<file path="src/design/prcl_pkg.sv">
package prcl_pkg;

   // Configuration register map
   localparam int CSR_INDEX_BITS = 1;

   typedef enum logic [CSR_INDEX_BITS-1:0] {
      CSR_POINT_LAT = 1'b0,
      CSR_POINT_LON = 1'b1
   } csr_index_type;

   // Item kinds on the request channel
   typedef enum logic {
      ACTION_VERTEX = 1'b0,
      ACTION_MARKER = 1'b1
   } action_type;

   // What an item does once its edge has been tested
   typedef struct packed {
      logic is_marker;
      logic has_edge;
   } item_ctrl_type;

   // Geometric tests of one edge against the reference point
   typedef struct packed {
      logic in_band;   // lon within (ylo, yhi] and lat not beyond the far end
      logic flat;      // edge runs along constant longitude value y1 == y2
      logic vertical;  // x1 == x2
      logic rising;    // y2 > y1
   } edge_test_type;

endpackage

</file>
<file path="src/design/prcl_edge_capture.sv">
module prcl_edge_capture
   import prcl_pkg::*;
#(
   parameter int COORD_BITS = 32
) (
   input  logic                         clock,
   input  logic                         reset,
   input  logic                         accept,
   input  logic                         action,
   input  logic signed [COORD_BITS-2:0] vertex_lat,
   input  logic signed [COORD_BITS-1:0] vertex_lon,
   input  logic                         take,
   output logic                         valid_ff,
   output item_ctrl_type                ctrl_ff,
   output logic signed [COORD_BITS-2:0] x1_ff,
   output logic signed [COORD_BITS-1:0] y1_ff,
   output logic signed [COORD_BITS-2:0] x2_ff,
   output logic signed [COORD_BITS-1:0] y2_ff
);

   logic                         awaiting_ff, awaiting_in;
   logic signed [COORD_BITS-2:0] first_lat_ff, first_lat_in;
   logic signed [COORD_BITS-1:0] first_lon_ff, first_lon_in;
   logic signed [COORD_BITS-2:0] prev_lat_ff, prev_lat_in;
   logic signed [COORD_BITS-1:0] prev_lon_ff, prev_lon_in;
   item_ctrl_type                ctrl_in;
   logic signed [COORD_BITS-2:0] x2_in;
   logic signed [COORD_BITS-1:0] y2_in;
   logic                         valid_in;

   // Form the edge this item tests and advance the polygon walk
   always_comb begin
      awaiting_in       = awaiting_ff;
      first_lat_in      = first_lat_ff;
      first_lon_in      = first_lon_ff;
      prev_lat_in       = prev_lat_ff;
      prev_lon_in       = prev_lon_ff;
      ctrl_in.has_edge  = !awaiting_ff;
      ctrl_in.is_marker = (action == ACTION_MARKER);
      if (action == ACTION_MARKER) begin
         // close back to the first vertex
         x2_in       = first_lat_ff;
         y2_in       = first_lon_ff;
         awaiting_in = 1'b1;
      end else begin
         x2_in       = vertex_lat;
         y2_in       = vertex_lon;
         prev_lat_in = vertex_lat;
         prev_lon_in = vertex_lon;
         if (awaiting_ff) begin
            first_lat_in = vertex_lat;
            first_lon_in = vertex_lon;
            awaiting_in  = 1'b0;
         end
      end
   end

   // Hold the stage until the multiply stage takes it
   always_comb begin
      valid_in = valid_ff;
      if (accept) begin
         valid_in = 1'b1;
      end else if (take) begin
         valid_in = 1'b0;
      end
   end

   always_ff @(posedge clock) begin
      if (reset) begin
         valid_ff    <= 1'b0;
         awaiting_ff <= 1'b1;
      end else begin
         valid_ff <= valid_in;
         if (accept) begin
            awaiting_ff <= awaiting_in;
         end
      end
   end

   always_ff @(posedge clock) begin
      if (accept) begin
         first_lat_ff <= first_lat_in;
         first_lon_ff <= first_lon_in;
         prev_lat_ff  <= prev_lat_in;
         prev_lon_ff  <= prev_lon_in;
         ctrl_ff      <= ctrl_in;
         x1_ff        <= prev_lat_ff;
         y1_ff        <= prev_lon_ff;
         x2_ff        <= x2_in;
         y2_ff        <= y2_in;
      end
   end

endmodule

</file>
<file path="config.mk">
export PLATFORM = sky130hd
export DESIGN_NAME = prcl_edge_capture
export DESIGN_NICKNAME = d
export VERILOG_FILES = /design/src/design/prcl_pkg.sv /design/src/design/prcl_edge_capture.sv
export SDC_FILE = /design/constraint.sdc
export NUM_CORES = 1
export LEC_CHECK = 0
export ABC_CLOCK_PERIOD_IN_PS = 15100
export BUFFER_PORTS_ARGS = -buffer_cell sky130_fd_sc_hd__buf_2
export CORE_UTILIZATION = 57
export DETAILED_ROUTE_END_ITERATION = 6
export PLACE_DENSITY = 0.81
export SETUP_SLACK_MARGIN = 0.05
export SYNTH_ARGS = -nofsm -noshare
export SYNTH_HDL_FRONTEND = slang
export SYNTH_SLANG_ARGS = --single-unit
</file>
<file path="constraint.sdc">
create_clock -name clock -period 15.1 [get_ports clock]
set_input_delay 0.755 -clock clock [delete_from_list [all_inputs] [get_ports clock]]
set_output_delay 0.755 -clock clock [all_outputs]
set_load 0.05 [all_outputs]
</file>
==> flow_metrics.env <==
export IMPL_cts_clk_slew_worst_paths_ps=60
export IMPL_irDropWorstVdd_v=0.000116
export IMPL_drv_cap=0
export IMPL_setup_viol=0
export IMPL_report_final_slew_viol_count=0
export IMPL_grt_pass1_wl_mm=21.5
export IMPL_synth_top_cells_by_area="edfxtp_1 (88%), mux2_4 (8.5%), mux2_2 (1.8%)"
export IMPL_drcViolationCount=14
export IMPL_cts_buffers=25
export IMPL_ios=197
export IMPL_cts_tree="built"
export IMPL_dr_pass1_iters=6
export IMPL_dp_hpwl_mm=9.09
export IMPL_final_fill_count=879
export IMPL_cp_start_kind="input pin"
export IMPL_viasPerCell=5.15
export IMPL_cp_slowest_stage_delay_ps=730
export IMPL_fin_crit_ps=2580
export IMPL_synth_most_common_cell="edfxtp_1"
export IMPL_post_cts_buffers=0
export IMPL_required_ps=15230
export IMPL_grt_overflow=0
export IMPL_drt_iter0_drc=284
export IMPL_relSlewSlack_pct=39.2
export IMPL_die_h_um=125
export IMPL_gp_congestion=0.765
export IMPL_path_class="in -> reg"
export IMPL_areaGrowthSynthToFinish_pct=21.9
export IMPL_fp_dieArea_sq_mm=0.0157
export IMPL_holdWs_ps=417
export IMPL_postRouteAntennaNets=0
export IMPL_grt_pass1_vias=3943
export IMPL_hold_viol=0
export IMPL_status="complete, but fails checks"
export IMPL_cts_resized=0
export IMPL_track_usage_pct=18.3
export IMPL_synth_common_cells="edfxtp_1 (254), mux2_4 (49), mux2_2 (14), buf_6 (6)"
export IMPL_antenna_found_initial=2
export IMPL_clk_path_buf_depth=3
export IMPL_worstMarginPinSlew_ps=912
export IMPL_syn_nets=402
export IMPL_min_path_type="reg -> reg"
export IMPL_path_max_fanout=60
export IMPL_period_share_pct=17.1
export IMPL_yosysTopAreaCell="edfxtp_1"
export IMPL_grt_max_degree=73
export IMPL_critPathCaptureType="register"
export IMPL_power_mw=1.54
export IMPL_yosysWarnings=0
export IMPL_synth_edff_count=254
export IMPL_syn_instance_count=334
export IMPL_die_x_um=125
export IMPL_max_freq_mhz=387
export IMPL_clockRootBuffer="clkbuf_16"
export IMPL_finalClockSkew_ps=7.78
export IMPL_crit_slowest_cell="nor2b_4"
export IMPL_synth_async_reset_ratio_pct=0
export IMPL_ys_seq_elements=256
export IMPL_clkLatencyLatePin_ps=500
export IMPL_path_cells="buf_4 > nor2b_4 > buf_4"
export IMPL_p_per_area_mw_per_mm2=145
export IMPL_htree_levels=1
export IMPL_grt_setup_unrepaired="false"
export IMPL_ys_seq_area_share_pct=88.4
export IMPL_violations="DRC"
export IMPL_netlist_area_sq_mm=0.00867
export IMPL_initial_utilization_pct=59.0
export IMPL_cp_data_arrival_time_ps=2720
export IMPL_core_area_sq_mm=0.0147
export IMPL_rows=44
export IMPL_fin_tns_setup_ps=0
export IMPL_nets=622
export IMPL_drt_wl_total_mm=14.5
export IMPL_synth_top_area_share_pct=87.9
export IMPL_syn_area_per_cell_sq_um=26.0
export IMPL_port_buffers=196
export IMPL_drive_gt1_share_pct=52.2
export IMPL_crit_top_cell="buf_4"
export IMPL_avgRoutedWirePerCell_um=19.2
export IMPL_power_leakage_nw=4.08
export IMPL_yosysUniqueCellTypes=13
export IMPL_cts_hold_buf=0
export IMPL_synthFlopType="edfxtp_1"
export IMPL_clock_sink_count=256
export IMPL_vias=3894
export IMPL_r2r_slack_ps=13450
-- final cells by class --
type,count,area (sq um),share of cell area (%)
inverters,2,7.51,0.0710
well taps,184,230,2.18
clock inverters,12,57.6,0.544
multi-input cells,69,940,8.89
clock buffers,32,652,6.17
flip-flops and latches,256,7670,72.5
diodes,1,2.50,0.0237
repair buffers,200,1020,9.61
-- power breakdown --
part           leakage (nW)  switching [mW]  total [mW]  internal, mW
logic                  1.29           0.113       0.152        0.0383
registers              2.45          0.0117       0.843         0.831
clock network         0.350           0.240       0.544         0.304
total                  4.08           0.365        1.54          1.17
-- per-stage QoR --
step | instance area (sq um) | setup slack [ps] | instances | util [%]
floorplan | 8670 | 9220 | 334 | -
global placement | 9860 | 12040 | 711 | 67.1
detailed placement | 9860 | 11940 | 711 | 67.1
CTS | 10600 | 12450 | 755 | 71.9
global route | 10600 | 12350 | 756 | 71.9
finish | 10600 | 12520 | 756 | 71.9
-- placed cells by master, fill, tap and decap left out, drive strengths merged --
master,netlist,layout
clkbuf,0,32
a21oi,1,1
o21bai,1,1
buf,7,200
diode,0,1
clkinvlp,0,1
dfxtp,2,2
inv,2,2
edfxtp,254,254
mux2,63,63
nor2b,1,1
nor2,1,1
nor3,1,1
nand2b,1,1
clkinv,0,11
-- registers in the layout, summed over array words and instances (netlist names) --
name          flops
awaiting_ff       1
first_lat_ff     31
y2_ff            32
y1_ff            32
prev_lon_ff      32
x1_ff            31
x2_ff            31
ctrl_ff           2
first_lon_ff     32
valid_ff          1
prev_lat_ff      31
-- cells by family after synthesis --
family	count (synthesis)	synth area share, %
and+or+nand+nor	4	0.245
AOI/OAI and AO/OA	2	0.144
DFF	256	88.4
buffers and inverters	9	0.923
muxes	63	10.3
-- path summary, 6_finish.rpt --
check            startpoint               end  depth (start not counted)
max                  accept   prev_lat_ff[24]                          3
max reg2reg     awaiting_ff  first_lat_ff[21]                          3
min          prev_lon_ff[2]          y1_ff[2]                          0
min reg2reg  prev_lon_ff[2]          y1_ff[2]                          0
-- layer usage --
layer	routed length [um]	up-vias	GRT usage (%)
met4	348	2	7.03
met5	13	-	0
met3	1180	34	4.07
li1	-	1782	-
met2	7100	189	30.0
met1	5840	1887	24.2
-- worst max-delay path, delay by kind of cell --
kind	cells	cell delay, ps
buffers and inverters	2	1160
and+or+nand+nor	1	730
No activity file was read; power rests on OpenSTA's default activity.
