<file path="config.mk">
export PLATFORM = sky130hd
export DESIGN_NAME = prcl_decide
export DESIGN_NICKNAME = d
export VERILOG_FILES = /design/src/design/prcl_pkg.sv /design/src/design/prcl_decide.sv
export SDC_FILE = /design/constraint.sdc
export NUM_CORES = 1
export LEC_CHECK = 0
export BUFFER_PORTS_ARGS = -buffer_cell sky130_fd_sc_hd__buf_2
export CORE_MARGIN = 3
export CORE_UTILIZATION = 49
export CTS_CLUSTER_DIAMETER = 150
export DETAILED_ROUTE_END_ITERATION = 8
export MAX_ROUTING_LAYER = met4
export PLACE_DENSITY = 0.88
export SLEW_MARGIN = 20
export SYNTH_ARGS = -nofsm -noshare
export SYNTH_HDL_FRONTEND = slang
export SYNTH_SLANG_ARGS = --single-unit
</file>
<file path="constraint.sdc">
create_clock -name clock -period 6.7 [get_ports clock]
set_input_delay 0.335 -clock clock [delete_from_list [all_inputs] [get_ports clock]]
set_output_delay 0.335 -clock clock [all_outputs]
set_load 0.01 [all_outputs]
</file>
<file path="src/design/prcl_pkg.sv">
package prcl_pkg;

   // Configuration register map
   localparam int CSR_INDEX_BITS = 1;

   typedef enum logic [CSR_INDEX_BITS-1:0] {
      CSR_POINT_LAT = 1'b0,
      CSR_POINT_LON = 1'b1
   } csr_index_type;

   // Item kinds on the request channel
   typedef enum logic {
      ACTION_VERTEX = 1'b0,
      ACTION_MARKER = 1'b1
   } action_type;

   // What an item does once its edge has been tested
   typedef struct packed {
      logic is_marker;
      logic has_edge;
   } item_ctrl_type;

   // Geometric tests of one edge against the reference point
   typedef struct packed {
      logic in_band;   // lon within (ylo, yhi] and lat not beyond the far end
      logic flat;      // edge runs along constant longitude value y1 == y2
      logic vertical;  // x1 == x2
      logic rising;    // y2 > y1
   } edge_test_type;

endpackage

</file>
<file path="src/design/prcl_decide.sv">
module prcl_decide
   import prcl_pkg::*;
#(
   parameter int COORD_BITS      = 32,
   parameter int POLY_INDEX_BITS = 8,
   localparam int PROD_BITS      = 2 * (COORD_BITS + 1)
) (
   input  logic                        clock,
   input  logic                        reset,
   input  logic                        in_valid,
   input  item_ctrl_type               in_ctrl,
   input  edge_test_type               in_test,
   input  logic signed [PROD_BITS-1:0] prod_p,
   input  logic signed [PROD_BITS-1:0] prod_q,
   input  logic                        out_ready,
   output logic                        in_take,
   output logic                        out_valid_ff,
   output logic [POLY_INDEX_BITS-1:0]  hit_ff,
   output logic                        decided_ff
);

   logic                       inside_ff, inside_in;
   logic                       found_ff, found_in;
   logic [POLY_INDEX_BITS-1:0] poly_ff, poly_in;
   logic                       crossing;
   logic                       out_valid_in;

   // Ray crossing: flip the sense of the compare for a falling edge
   always_comb begin
      crossing = in_test.in_band && !in_test.flat &&
                 (in_test.vertical ||
                  (in_test.rising ? (prod_p <= prod_q) : (prod_p >= prod_q)));
   end

   // Toggle inside, latch on a closing marker, else count the polygon
   always_comb begin
      inside_in = inside_ff;
      found_in  = found_ff;
      poly_in   = poly_ff;
      if (!found_ff) begin
         inside_in = inside_ff ^ (in_ctrl.has_edge && crossing);
         if (in_ctrl.is_marker) begin
            if (in_ctrl.has_edge && inside_in) begin
               found_in = 1'b1;
            end else begin
               poly_in = poly_ff + POLY_INDEX_BITS'(1);
            end
         end
      end
   end

   assign in_take = in_valid && (!out_valid_ff || out_ready);

   always_comb begin
      out_valid_in = out_valid_ff;
      if (in_take) begin
         out_valid_in = 1'b1;
      end else if (out_ready) begin
         out_valid_in = 1'b0;
      end
   end

   always_ff @(posedge clock) begin
      if (reset) begin
         out_valid_ff <= 1'b0;
         inside_ff    <= 1'b0;
         found_ff     <= 1'b0;
         poly_ff      <= '0;
      end else begin
         out_valid_ff <= out_valid_in;
         if (in_take) begin
            inside_ff <= inside_in;
            found_ff  <= found_in;
            poly_ff   <= poly_in;
         end
      end
   end

   // Result transaction: polygon number only once latched
   always_ff @(posedge clock) begin
      if (in_take) begin
         hit_ff     <= found_in ? poly_in : '0;
         decided_ff <= found_in;
      end
   end

endmodule

</file>
==> metrics.md <==
| Metric | Value |
|---|---|
| Clk network pwr share | `0.220` |
| Sw frac | `0.3140` |
| GPL Wtd Cong | `0.8745` |
| Worst EP arrival | `3.56 ns` |
| 1st-iter DRT viols | `about 110` |
| RSZ-0062 raised after global routing | `no` |
| # IOs | `between 150 and 200` |
| CTS root buf | `clkbuf_8` |
| Initial antenna violation count | `0` |
| Sequential fraction of design power | `0.365` |
| Post-synth top cells | `inv_1 (71), ha_1 (67), a21oi_1 (30), nand2_1 (19), nand4_1 (18)` |
| Total negative slack | `0 ns` |
| Nets | `a little under 700` |
| CTS Buf Count | `3` |
| Outcome | `finished clean` |
| Final worst clock skew | `0.006800 ns` |
| Top area cells in the synthesized netlist | `ha_1 (32%), edfxtp_1 (10%), inv_1 (10%), dfxtp_1 (8.3%), a21oi_1 (5.6%)` |
| First-pass GRT wire length | `11560 um` |
| Final period util | `0.5162` |
| Starting Density | `0.5140` |
| Postcts setup bufs | `0` |
| Number of cells after detailed placement | `547` |
| Share of post-route cells with drive strength above 1 | `0.3410` |
| Setup-failing EPs final | `0` |
| Clk slew on worst S/H paths | `around 0.07 ns` |
| Full die area | `around 0.0063 mm^2` |
| Top FF cell, synth | `dfxtp_1` |
| H-tree depth | `1` |
| Seq/Total Area, Yosys | `0.1845` |
| Synth async-reset ratio | `0` |
| Input/output buffers | `152` |
| Routed WL per cell | `roughly 13 um` |
| CTS tree | `done` |
| Core area | `0.005172 mm^2` |
| Netlist cell types | `45` |
| Min cycle time layout | `3.458 ns` |
| Max Cap Viol | `0` |
| Power Density | `just over 100 mW/mm^2` |
| CTS-repair resized insts | `0` |
| Clk Latency, worst-skew pair | `0.26 ns` |
| CTS Buffer Depth | `2` |
| Core Util, Final | `0.6814` |
| Fin cells | `~550` |
| Internal | `0.2502 mW` |
| Leakage power | `2.022 nW` |
| Net switching power | `between 0.1 and 0.15 mW` |
| CTS sink cnt | `20` |
| DRT Wirelength | `7288 um` |
| Vias in the first global route | `approximately 2900` |
| Via count | `around 2900` |
| Final hold viol count | `0` |
| Worst setup EP type | `flip-flop` |
| Most numerous cell in the Yosys netlist | `inv_1` |
| FILL cells | `443` |
| DPL Wire Length | `about 6500 um` |
| Layout overhead on the synthesized area | `32.56%` |
| Synthesized cell area | `0.002659 mm^2` |
| CP startpoint kind | `input port` |
| Drt pass-1 iters | `4` |
| Routed Antenna Nets | `0` |
| Number of flops mapped to enable cells by yosys | `9` |
| YS warnings | `0` |
| Remaining DRCs | `0` |
| N_diodes | `0` |
| Largest net degree at the start of global routing | `17` |
| Total track usage | `0.2262` |
| Crit path kind | `input port to flip-flop` |
| Register area | `between 400 and 500 um^2` |
| Worst Hold Class | `input port to flip-flop` |
| Post-cts hold buffer count | `0` |
| Combinational power share | `0.415` |
| Die Wd | `approximately 80 um` |
| Worst-path maximum fanout | `12` |
| Syn Nets | `between 500 and 600` |
| Worst vdd rail ir drop | `between 0.06 and 0.07 mV` |
| Flops & latches, synth | `20` |
| Slew HR | `0.4774` |
| Yosys top cell area share | `0.3153` |
| Fin. max-slew vios | `0` |
| Cells after Synth | `between 300 and 400` |
| Transition time of the tightest slew-check pin | `0.7840 ns` |
| Avg Synthesized Cell Area | `between 8 and 9 um^2` |
| Die height | `about 80 um` |
| Total global routing overflow | `0` |
| Via/cell ratio | `about 5.2` |
| Rows | `26` |
| Worst path required time | `6.80 ns` |
| Area of the multi-input gates | `between 0.0015 and 0.002 mm^2` |
| Achievable Freq | `about 0.29 GHz` |
| Synth area leader | `ha_1` |
## metrics by stage
| stage | instance area (um^2) | total power [mW] | hold WS (ns) | worst slack, ns |
|---|---|---|---|---|
| 6_report | 3525 | 0.3648 | 0.3208 | 3.242 |
| 4_1_cts | 3525 | 0.3674 | 0.3200 | 3.257 |
| 2_1_floorplan | 2659 | 0.2203 | 0.4645 | 3.683 |
| 3_5_place_dp | 3480 | 0.2871 | 0.5102 | 3.007 |
| 3_3_place_gp | 3480 | 0.2800 | 0.4895 | 3.101 |
| 5_1_grt | 3525 | 0.3940 | 0.3397 | 2.823 |
## worst paths after layout
kind / from / to / slack [ns] / cells after the start
max reg2reg: inside_ff / hit_ff[0] / 4.86 / 4
min reg2reg: poly_ff[1] / poly_ff[1] / 0.51 / 2
max: prod_p[16] / hit_ff[0] / 3.24 / 11
min: in_valid / out_valid_ff / 0.32 / 3
## worst max-delay path: stages
cell	delay, ns
buf_2	0.10
ha_1	0.31
nand4_1	0.16
nor4_1	0.62
a221oi_1	0.22
o211ai_1	0.18
nand2_1	0.11
a31o_2	0.26
a21oi_1	0.61
o21ai_1	0.38
a21boi_0	0.27
## registers in the layout, indices dropped and copies added (netlist names)
| register | flops |
|---|---|
| decided_ff | 1 |
| found_ff | 1 |
| hit_ff | 8 |
| inside_ff | 1 |
| out_valid_ff | 1 |
| poly_ff | 8 |
## per-layer routing
| layer | share of wire | GRT usage |
|---|---|---|
| met3 | 0.063 | 0.01016 |
| met2 | 0.53 | 0.4391 |
| met5 | 0 | - |
| met1 | 0.39 | 0.2464 |
| met4 | 0.017 | 0.06701 |
## logic make-up (layout without fill, tap and decap cells)
family / Yosys count / in the layout / synth area share
AND/OR/NAND/NOR: 88 / 88 / 0.1868
adder cells (fa/ha/maj): 67 / 67 / 0.3153
buffers and inverters: 76 / 227 / 0.1106
multiplexers: 5 / 5 / 0.02070
flip-flops: 20 / 20 / 0.1845
XOR/XNOR: 2 / 2 / 0.006589
AO/OA/AOI/OAI: 72 / 72 / 0.1755
## cell type report
type,instances,area share
Multi-Input combinational cell,234,0.5318
Timing Repair Buffer,152,0.2158
Sequential cell,20,0.1392
Inverter,71,0.07561
Tap cell,70,0.02485
Clock buffer,4,0.01278
## power groups by stage
stage          clock, mW  sequential (mW)  combinational (mW)
6_report          0.0801            0.133               0.151
5_1_grt           0.0875            0.134               0.173
4_1_cts           0.0817            0.133               0.152
3_5_place_dp           0            0.136               0.151
3_3_place_gp           0            0.136               0.144
2_1_floorplan          0            0.138              0.0827
## cells in the final DEF (no fill, tap or decap), types with 2 or more instances in the layout
master,Yosys,final
and3_1,2,2
nor4b_1,2,2
ha_1,67,67
a21oi_1,30,30
o31ai_1,3,3
mux2_2,4,4
o211ai_1,3,3
inv_1,71,71
o21ai_1,2,2
nor2b_1,5,5
nand4_1,18,18
a221oi_1,2,2
nor2_1,8,8
dfxtp_1,11,11
nand3_1,9,9
and4_1,3,3
a21boi_0,10,10
nand2_1,19,19
edfxtp_1,9,9
nand2b_1,5,5
a21o_1,5,5
o21ai_0,6,6
buf_2,1,152
and2_1,3,3
nor3_1,4,4
nor4_1,5,5
or4_1,3,3
clkbuf_8,0,3
(Power assumes the default switching activity.)
